<file path="src/sv/plcm_pkg.sv">
// Package for the piecewise-linear color map: widths, codes, pipeline sideband.
// Used by plcm_div, plcm_lane and piecewise_linear_color_map.
package plcm_pkg;

	localparam int DATA_W          = 16;
	localparam int CNT_W           = 5;
	localparam int CFG_IDX_W       = 2;
	localparam int DIV_STAGES      = DATA_W;
	localparam int MAX_POINTS_DEF  = 16;
	localparam int SAMPLE_BITS_DEF = 16;

	typedef enum logic [CFG_IDX_W-1:0] {
		CFG_RED_POINTS   = 2'd0,
		CFG_GREEN_POINTS = 2'd1,
		CFG_BLUE_POINTS  = 2'd2
	} cfg_idx_t;

	typedef enum logic [1:0] {
		CH_RED   = 2'd0,
		CH_GREEN = 2'd1,
		CH_BLUE  = 2'd2
	} chan_t;

	typedef enum logic {
		REQ_LOOKUP = 1'b0,
		REQ_WRITE  = 1'b1
	} req_t;

	// Sideband that travels with an item through the interpolation pipe
	typedef struct packed {
		logic              valid;
		logic              zero_all;
		logic              direct;
		logic              neg;
		logic [DATA_W-1:0] v0;
		logic [DATA_W-1:0] dval;
	} side_t;

endpackage

</file>
<file path="src/sv/plcm_div.sv">
// Pipelined restoring divider, one quotient bit per stage, with sideband.
// Depends on plcm_pkg.
module plcm_div (
	input  logic                                clk,
	input  logic                                arst_n,
	input  logic [2*plcm_pkg::DATA_W-1:0]       dividend,
	input  logic [plcm_pkg::DATA_W-1:0]         divisor,
	input  plcm_pkg::side_t                     side_in,
	output logic [plcm_pkg::DATA_W-1:0]         quotient,
	output plcm_pkg::side_t                     side_out
);

	localparam int W = plcm_pkg::DATA_W;
	localparam int N = plcm_pkg::DIV_STAGES;

	logic [W-1:0]    rem_s  [N+1];
	logic [W-1:0]    low_s  [N+1];
	logic [W-1:0]    quo_s  [N+1];
	logic [W-1:0]    div_s  [N+1];
	plcm_pkg::side_t side_s [N+1];

	// Stage 0 is the unregistered entry point
	assign rem_s[0]  = dividend[2*W-1:W];
	assign low_s[0]  = dividend[W-1:0];
	assign quo_s[0]  = '0;
	assign div_s[0]  = divisor;
	assign side_s[0] = side_in;

	for (genvar i = 0; i < N; i++) begin : g_stage
		logic [W:0] trial;
		logic [W:0] diff;
		logic       take;

		// Shift in the next dividend bit and try a subtract
		always_comb begin
			trial = {rem_s[i], low_s[i][W-1]};
			diff  = trial - {1'b0, div_s[i]};
			take  = (trial >= {1'b0, div_s[i]});
		end

		// Sideband moves with the stage
		always_ff @(posedge clk or negedge arst_n) begin
			if (!arst_n) begin
				side_s[i+1] <= '0;
			end else begin
				side_s[i+1] <= side_s[i];
			end
		end

		always_ff @(posedge clk) begin
			rem_s[i+1] <= take ? diff[W-1:0] : trial[W-1:0];
			low_s[i+1] <= {low_s[i][W-2:0], 1'b0};
			quo_s[i+1] <= {quo_s[i][W-2:0], take};
			div_s[i+1] <= div_s[i];
		end
	end

	assign quotient = quo_s[N];
	assign side_out = side_s[N];

endmodule

</file>
<file path="src/sv/plcm_lane.sv">
// One color channel: breakpoint table, search, operand select, multiply,
// divide and saturate. Depends on plcm_pkg and plcm_div.
module plcm_lane #(
	parameter int MAX_POINTS = plcm_pkg::MAX_POINTS_DEF
) (
	input  logic                          clk,
	input  logic                          arst_n,
	input  logic                          wr_en,
	input  logic [3:0]                    wr_entry,
	input  logic [plcm_pkg::DATA_W-1:0]   wr_pos,
	input  logic [plcm_pkg::DATA_W-1:0]   wr_col,
	input  logic                          in_valid,
	input  logic                          zero_all,
	input  logic [plcm_pkg::DATA_W-1:0]   smp,
	input  logic [plcm_pkg::CNT_W-1:0]    cnt,
	output logic                          out_valid,
	output logic [plcm_pkg::DATA_W-1:0]   out_value
);

	localparam int W = plcm_pkg::DATA_W;

	logic [W-1:0] pos_q [MAX_POINTS];
	logic [W-1:0] col_q [MAX_POINTS];

	// Table write, slot decoded per entry
	always_ff @(posedge clk) begin
		for (int k = 0; k < MAX_POINTS; k++) begin
			if (wr_en && (32'(wr_entry) == k)) begin
				pos_q[k] <= wr_pos;
				col_q[k] <= wr_col;
			end
		end
	end

	// Search: first used slot at or above the sample
	logic [8:0]            used;
	logic [MAX_POINTS-1:0] hit, first, last, sel1, sel0;
	logic                  none;
	logic [W-1:0]          p0, p1, v0, v1;

	always_comb begin
		used = (9'(cnt) > 9'(MAX_POINTS)) ? 9'(MAX_POINTS) : 9'(cnt);
		for (int k = 0; k < MAX_POINTS; k++) begin
			hit[k]  = (9'(k) < used) && (smp <= pos_q[k]);
			last[k] = (9'(k) == (used - 9'd1));
		end
		first = hit & (~hit + MAX_POINTS'(1));
		none  = ~|hit;
		sel1  = none ? last : first;
		sel0  = sel1 >> 1;
		p0 = '0;
		p1 = '0;
		v0 = '0;
		v1 = '0;
		for (int k = 0; k < MAX_POINTS; k++) begin
			p0 = p0 | (pos_q[k] & {W{sel0[k]}});
			v0 = v0 | (col_q[k] & {W{sel0[k]}});
			p1 = p1 | (pos_q[k] & {W{sel1[k]}});
			v1 = v1 | (col_q[k] & {W{sel1[k]}});
		end
	end

	logic         valid_s2, zero_s2, direct_s2;
	logic [W-1:0] p0_s2, p1_s2, v0_s2, v1_s2, smp_s2;

	always_ff @(posedge clk or negedge arst_n) begin
		if (!arst_n) begin
			valid_s2 <= 1'b0;
		end else begin
			valid_s2 <= in_valid;
		end
	end

	always_ff @(posedge clk) begin
		zero_s2   <= zero_all;
		direct_s2 <= none | first[0];
		p0_s2     <= p0;
		p1_s2     <= p1;
		v0_s2     <= v0;
		v1_s2     <= v1;
		smp_s2    <= smp;
	end

	// Differences and sign of the color step
	logic [W:0] dp, dv;
	logic [W-1:0] ds;

	always_comb begin
		dp = {1'b0, p1_s2} - {1'b0, p0_s2};
		dv = {1'b0, v1_s2} - {1'b0, v0_s2};
		ds = smp_s2 - p0_s2;
	end

	logic         valid_s3, zero_s3, direct_s3, neg_s3;
	logic [W-1:0] ds_s3, mag_s3, dp_s3, v0_s3, dval_s3;

	always_ff @(posedge clk or negedge arst_n) begin
		if (!arst_n) begin
			valid_s3 <= 1'b0;
		end else begin
			valid_s3 <= valid_s2;
		end
	end

	always_ff @(posedge clk) begin
		zero_s3   <= zero_s2;
		direct_s3 <= direct_s2 | dp[W] | (dp == '0);
		dval_s3   <= direct_s2 ? v1_s2 : v0_s2;
		neg_s3    <= dv[W];
		mag_s3    <= dv[W] ? W'(-dv) : dv[W-1:0];
		ds_s3     <= ds;
		dp_s3     <= dp[W-1:0];
		v0_s3     <= v0_s2;
	end

	// Product of position offset and color step magnitude
	logic [2*W-1:0]  prod_s4;
	logic [W-1:0]    dp_s4;
	plcm_pkg::side_t side_s4;

	always_ff @(posedge clk or negedge arst_n) begin
		if (!arst_n) begin
			side_s4 <= '0;
		end else begin
			side_s4.valid    <= valid_s3;
			side_s4.zero_all <= zero_s3;
			side_s4.direct   <= direct_s3;
			side_s4.neg      <= neg_s3;
			side_s4.v0       <= v0_s3;
			side_s4.dval     <= dval_s3;
		end
	end

	always_ff @(posedge clk) begin
		prod_s4 <= ds_s3 * mag_s3;
		dp_s4   <= dp_s3;
	end

	logic [W-1:0]    quo;
	plcm_pkg::side_t side_d;

	plcm_div u_div (
		.clk      (clk),
		.arst_n   (arst_n),
		.dividend (prod_s4),
		.divisor  (dp_s4),
		.side_in  (side_s4),
		.quotient (quo),
		.side_out (side_d)
	);

	// Apply the step to the color of the lower breakpoint and saturate
	logic [W:0]   sum;
	logic [W-1:0] res;

	always_comb begin
		if (side_d.neg) begin
			sum = {1'b0, side_d.v0} - {1'b0, quo};
			res = sum[W] ? '0 : sum[W-1:0];
		end else begin
			sum = {1'b0, side_d.v0} + {1'b0, quo};
			res = sum[W] ? '1 : sum[W-1:0];
		end
	end

	always_ff @(posedge clk or negedge arst_n) begin
		if (!arst_n) begin
			out_valid <= 1'b0;
		end else begin
			out_valid <= side_d.valid;
		end
	end

	always_ff @(posedge clk) begin
		out_value <= side_d.zero_all ? '0 : (side_d.direct ? side_d.dval : res);
	end

endmodule

</file>
<file path="config.mk">
export PLATFORM = sky130hd
export DESIGN_NAME = plcm_lane
export DESIGN_NICKNAME = d
export VERILOG_FILES = /design/src/sv/plcm_pkg.sv /design/src/sv/plcm_div.sv /design/src/sv/plcm_lane.sv
export SDC_FILE = /design/constraint.sdc
export NUM_CORES = 2
export LEC_CHECK = 0
export BUFFER_PORTS_ARGS = -buffer_cell sky130_fd_sc_hd__buf_4
export CELL_PAD_IN_SITES_DETAIL_PLACEMENT = 2
export CELL_PAD_IN_SITES_GLOBAL_PLACEMENT = 2
export CORE_MARGIN = 4
export CORE_UTILIZATION = 46
export CTS_BUF_LIST = sky130_fd_sc_hd__clkbuf_4 sky130_fd_sc_hd__clkbuf_8
export DETAILED_ROUTE_END_ITERATION = 8
export PLACE_DENSITY_LB_ADDON = 0.15
export SYNTH_ARGS = -nofsm -noshare
export SYNTH_HDL_FRONTEND = slang
export SYNTH_SLANG_ARGS = --single-unit
</file>
<file path="constraint.sdc">
create_clock -name clk -period 7.5 [get_ports clk]
set_input_delay 0.75 -clock clk [delete_from_list [all_inputs] [get_ports clk]]
set_output_delay 0.75 -clock clk [all_outputs]
set_load 0.02 [all_outputs]
</file>
==> summary.md <==
| Metric | Value |
|---|---|
| Status | `finished, final reports clean` |
| Crit Path Class | `reg -> reg` |
| Post-route DRC | `0` |
| Post-synth EDFFs | `512` |
| Die Y-Extent | `457 µm` |
| DIE WIDTH | `457 µm` |
| Fraction of registers with async set/reset | `29.4%` |
| Cell Area, Placed | `97,200 µm²` |
| Worst-path cell chain | `nand2_1 -> fa_1 -> inv_1 -> fa_1 -> inv_1 -> fa_1 -> fa_1 -> inv_1 -> fa_1 -> inv_1 -> fa_1 -> inv_1 -> ha_1 -> a21oi_1 -> nand2_1 -> nor2_1 -> a2111o_1 -> a41oi_1 -> a21bo_2 -> a41oi_1 -> a21oi_1 -> a21o_1 -> a21oi_1 -> xnor2_1` |
| GR Util met3 | `9.61%` |
| Area of the core | `200,000 µm²` |
| Routability Congestion | `0.980` |
| Sequential share of the synthesized area | `53.9%` |
| Initial Util | `46.4%` |
| Num ports | `79` |
| Crit path capture type | `register` |
| Most used cell, CP | `fa_1` |
| RR Startpoint | `mag_s3[1]` |
| Starting DRC count in detailed routing | `8,638` |
| Setup TNS | `0 ns` |
| Synthesized area per cell | `11.7 µm²` |
| Cell family with most CP delay | `adder cells` |
| Max-cap violations | `0` |
| Critical Path AT | `7.74 ns` |
| Synth Warn # | `0` |
| Clk_lat worst skew | `1.16 ns` |
| Critical Path Slowest Stage Cell | `dfxtp_1` |
| GR Overflow Total | `0` |
| # H-tree levels | `5` |
| Final setup vio count | `0` |
| CTS Sinks | `2,092` |
| Synthesized instance count | `7,968` |
| Worst setup SP type | `register` |
| Hold depth | `1` |
| GR Util All Layers | `37.5%` |
| Hold Slack | `0.108 ns` |
| Reg2Reg Setup Slack | `0.71 ns` |
| DR vias | `72,100` |
| Yosys reg bits | `2,092` |
| Final Cycle Share | `90.5%` |
| Min Clock Period, post-route | `6.79 ns` |
| R2R cell count | `24` |
| Worst R2R End | `prod_s4[31]` |
| RSZ-0062 raised after global routing | `false` |
| Post-DRT Antenna Nets | `0` |
| CTS tree | `built` |
| Primary FF master, synth | `dfxtp_1` |
| Root buffer cell | `clkbuf_8` |
| Reg clk slew, reported paths | `0.06 ns` |
| Clk buf depth | `4` |
| Nets | `9,331` |
| CP peak stage delay | `0.69 ns` |
| Post-CTS Resized | `0` |
| Clock Skews | `0.136 ns` |
| Met1 Use GR | `43.5%` |
| Post-DR vias/cell | `6.38` |
| First-pass GRT wire length | `577,000 µm` |
| CP Buf/Inv Count | `5` |
| Post-CTS setup buffer count | `0` |
| Hold_sp | `wr_pos[10]` |
| Area of the mapped netlist | `92,900 µm²` |
| Antenna violations before repair | `45` |
| Slew HR | `10.9%` |
| Critical Path Fanout Max | `16` |
| HPWL Detailed | `240,000 µm` |
| Synth unique cells | `99` |
| Largest net degree at the start of global routing | `149` |
| Total CTS buffers | `362` |
| GR peak layer | `met2` |
| Final instance area | `105,000 µm²` |
| Met2 Resource Use GR | `61.0%` |
| Vias in the first global route | `80,500` |
| Die Area | `209,000 µm²` |
| Syn Nets | `8,940` |
| Req. time, crit path | `8.45 ns` |
| Worst-margin pin slew | `1.32 ns` |
| Drt pass-1 iters | `9` |
| Share of cells above drive strength 1 | `13.4%` |
| Worst Hold Path EP | `pos_q[1][106]` |
| Util after Layout | `52.6%` |
| Post-Route WL | `399,000 µm` |
| Port buffer count | `78` |
| Routed len/inst | `35.3 µm` |
| Hold Violations, Final | `0` |
| P&R area growth vs syn | `13.3%` |
| # rows | `164` |
| Fmax | `147 MHz` |
| Final Max Slew Viols | `0` |
| Min-delay worst type | `in -> reg` |
[through the flow]
stage / setup WS, ns / instances
global placement: 0.856 / 10600
global route: 0.173 / 11300
detailed placement: 0.712 / 10600
floorplan: 1.46 / 7968
CTS: 0.709 / 11300
finish: 0.713 / 11300
[what timing repair did]
| item | CTS | global route |
|---|---|---|
| hold endpoints to repair | 528 | 0 |
| endpoints found under the setup margin | 0 | 0 |
| hold buffers | 45 | 0 |
[final cells by class]
cell class	count	area (µm²)
Fill cell	19200	95000
Sequential cell	2092	50100
Multi-Input combinational cell	4721	38500
Clock buffer	572	7090
Inverter	914	3430
Tap cell	2656	3320
Timing Repair Buffer	268	2230
Clock inverter	62	527
Antenna cell	27	67.6
[cell families (layout without fill, tap and decap cells)]
logic type               Yosys count  in the layout  share of synthesized area, %
flip-flops                      2092           2092                          53.9
AND/OR/NAND/NOR                 1718           1718                          9.46
AO/OA/AOI/OAI                   1608           1608                          12.6
buffers and inverters           1155           1816                          4.92
adder cells (fa/ha/maj)          910            910                          14.0
XOR/XNOR                         258            258                          2.43
multiplexers                     227            227                          2.71
other                              0             27                             0
[flip-flops by register name, indices dropped and copies added (netlist names), 32 cells and up]
| signal | flops |
|---|---|
| u_div.div_s | 240 |
| pos_q | 256 |
| u_div.low_s | 105 |
| side_s4 | 36 |
| u_div.side_s | 540 |
| u_div.g_stage.trial | 255 |
| prod_s4 | 32 |
| u_div.quo_s | 120 |
| u_div.side_out | 36 |
| col_q | 256 |
[Yosys cell counts (196+ instances only)]
library cell,n,area [µm²]
dfrtp_1,615,15400
fa_1,214,4280
nand2_1,548,2060
dfxtp_1,965,19300
nor2_1,235,882
inv_1,913,3430
xnor2_1,197,1730
edfxtp_1,512,15400
mux2_2,196,2210
o21ai_0,196,981
a22oi_1,254,1910
ha_1,696,8710
a21oi_1,289,1450
[worst max-delay path by stage]
stage              start          end  slack [ns]  cells after the start
6_report       mag_s3[1]  prod_s4[31]        0.71                     24
5_1_grt        mag_s3[1]  prod_s4[31]        0.17                     24
4_1_cts        mag_s3[4]  prod_s4[31]        0.71                     22
3_5_place_dp   mag_s3[1]  prod_s4[31]        0.71                     24
3_3_place_gp   mag_s3[4]  prod_s4[31]        0.86                     24
2_1_floorplan  ds_s3[10]  prod_s4[31]        1.46                     25
[placed cells by master, fill, tap and decap left out, types with 38 or more instances in the layout]
master,count
dfxtp_1,965
inv_1,913
ha_1,696
dfrtp_1,615
nand2_1,548
edfxtp_1,512
clkbuf_8,447
a21oi_1,288
a22oi_1,254
nor2_1,220
fa_1,214
buf_4,213
xnor2_1,197
mux2_2,196
o21ai_0,195
nand3_1,172
nand4_1,152
clkbuf_4,125
and2_1,119
a222oi_1,113
nor3_1,105
a221oi_1,104
a21o_1,102
a22o_1,102
nor2b_1,86
nand2b_1,66
xor2_1,61
a211oi_1,51
and3_1,51
dlygate4sd3_1,45
o21a_1,43
a21boi_0,38
[per-layer routing]
metal / part of all wire, % / vias to the layer above
met3: 9.0 / 1743
met4: 8.3 / 32
met5: 0.049 / -
li1: - / 29300
met2: 47 / 4441
met1: 36 / 36600
Power is not shown: default switching activity piles up to over one toggle a cycle in this logic, so the estimate is an artifact.
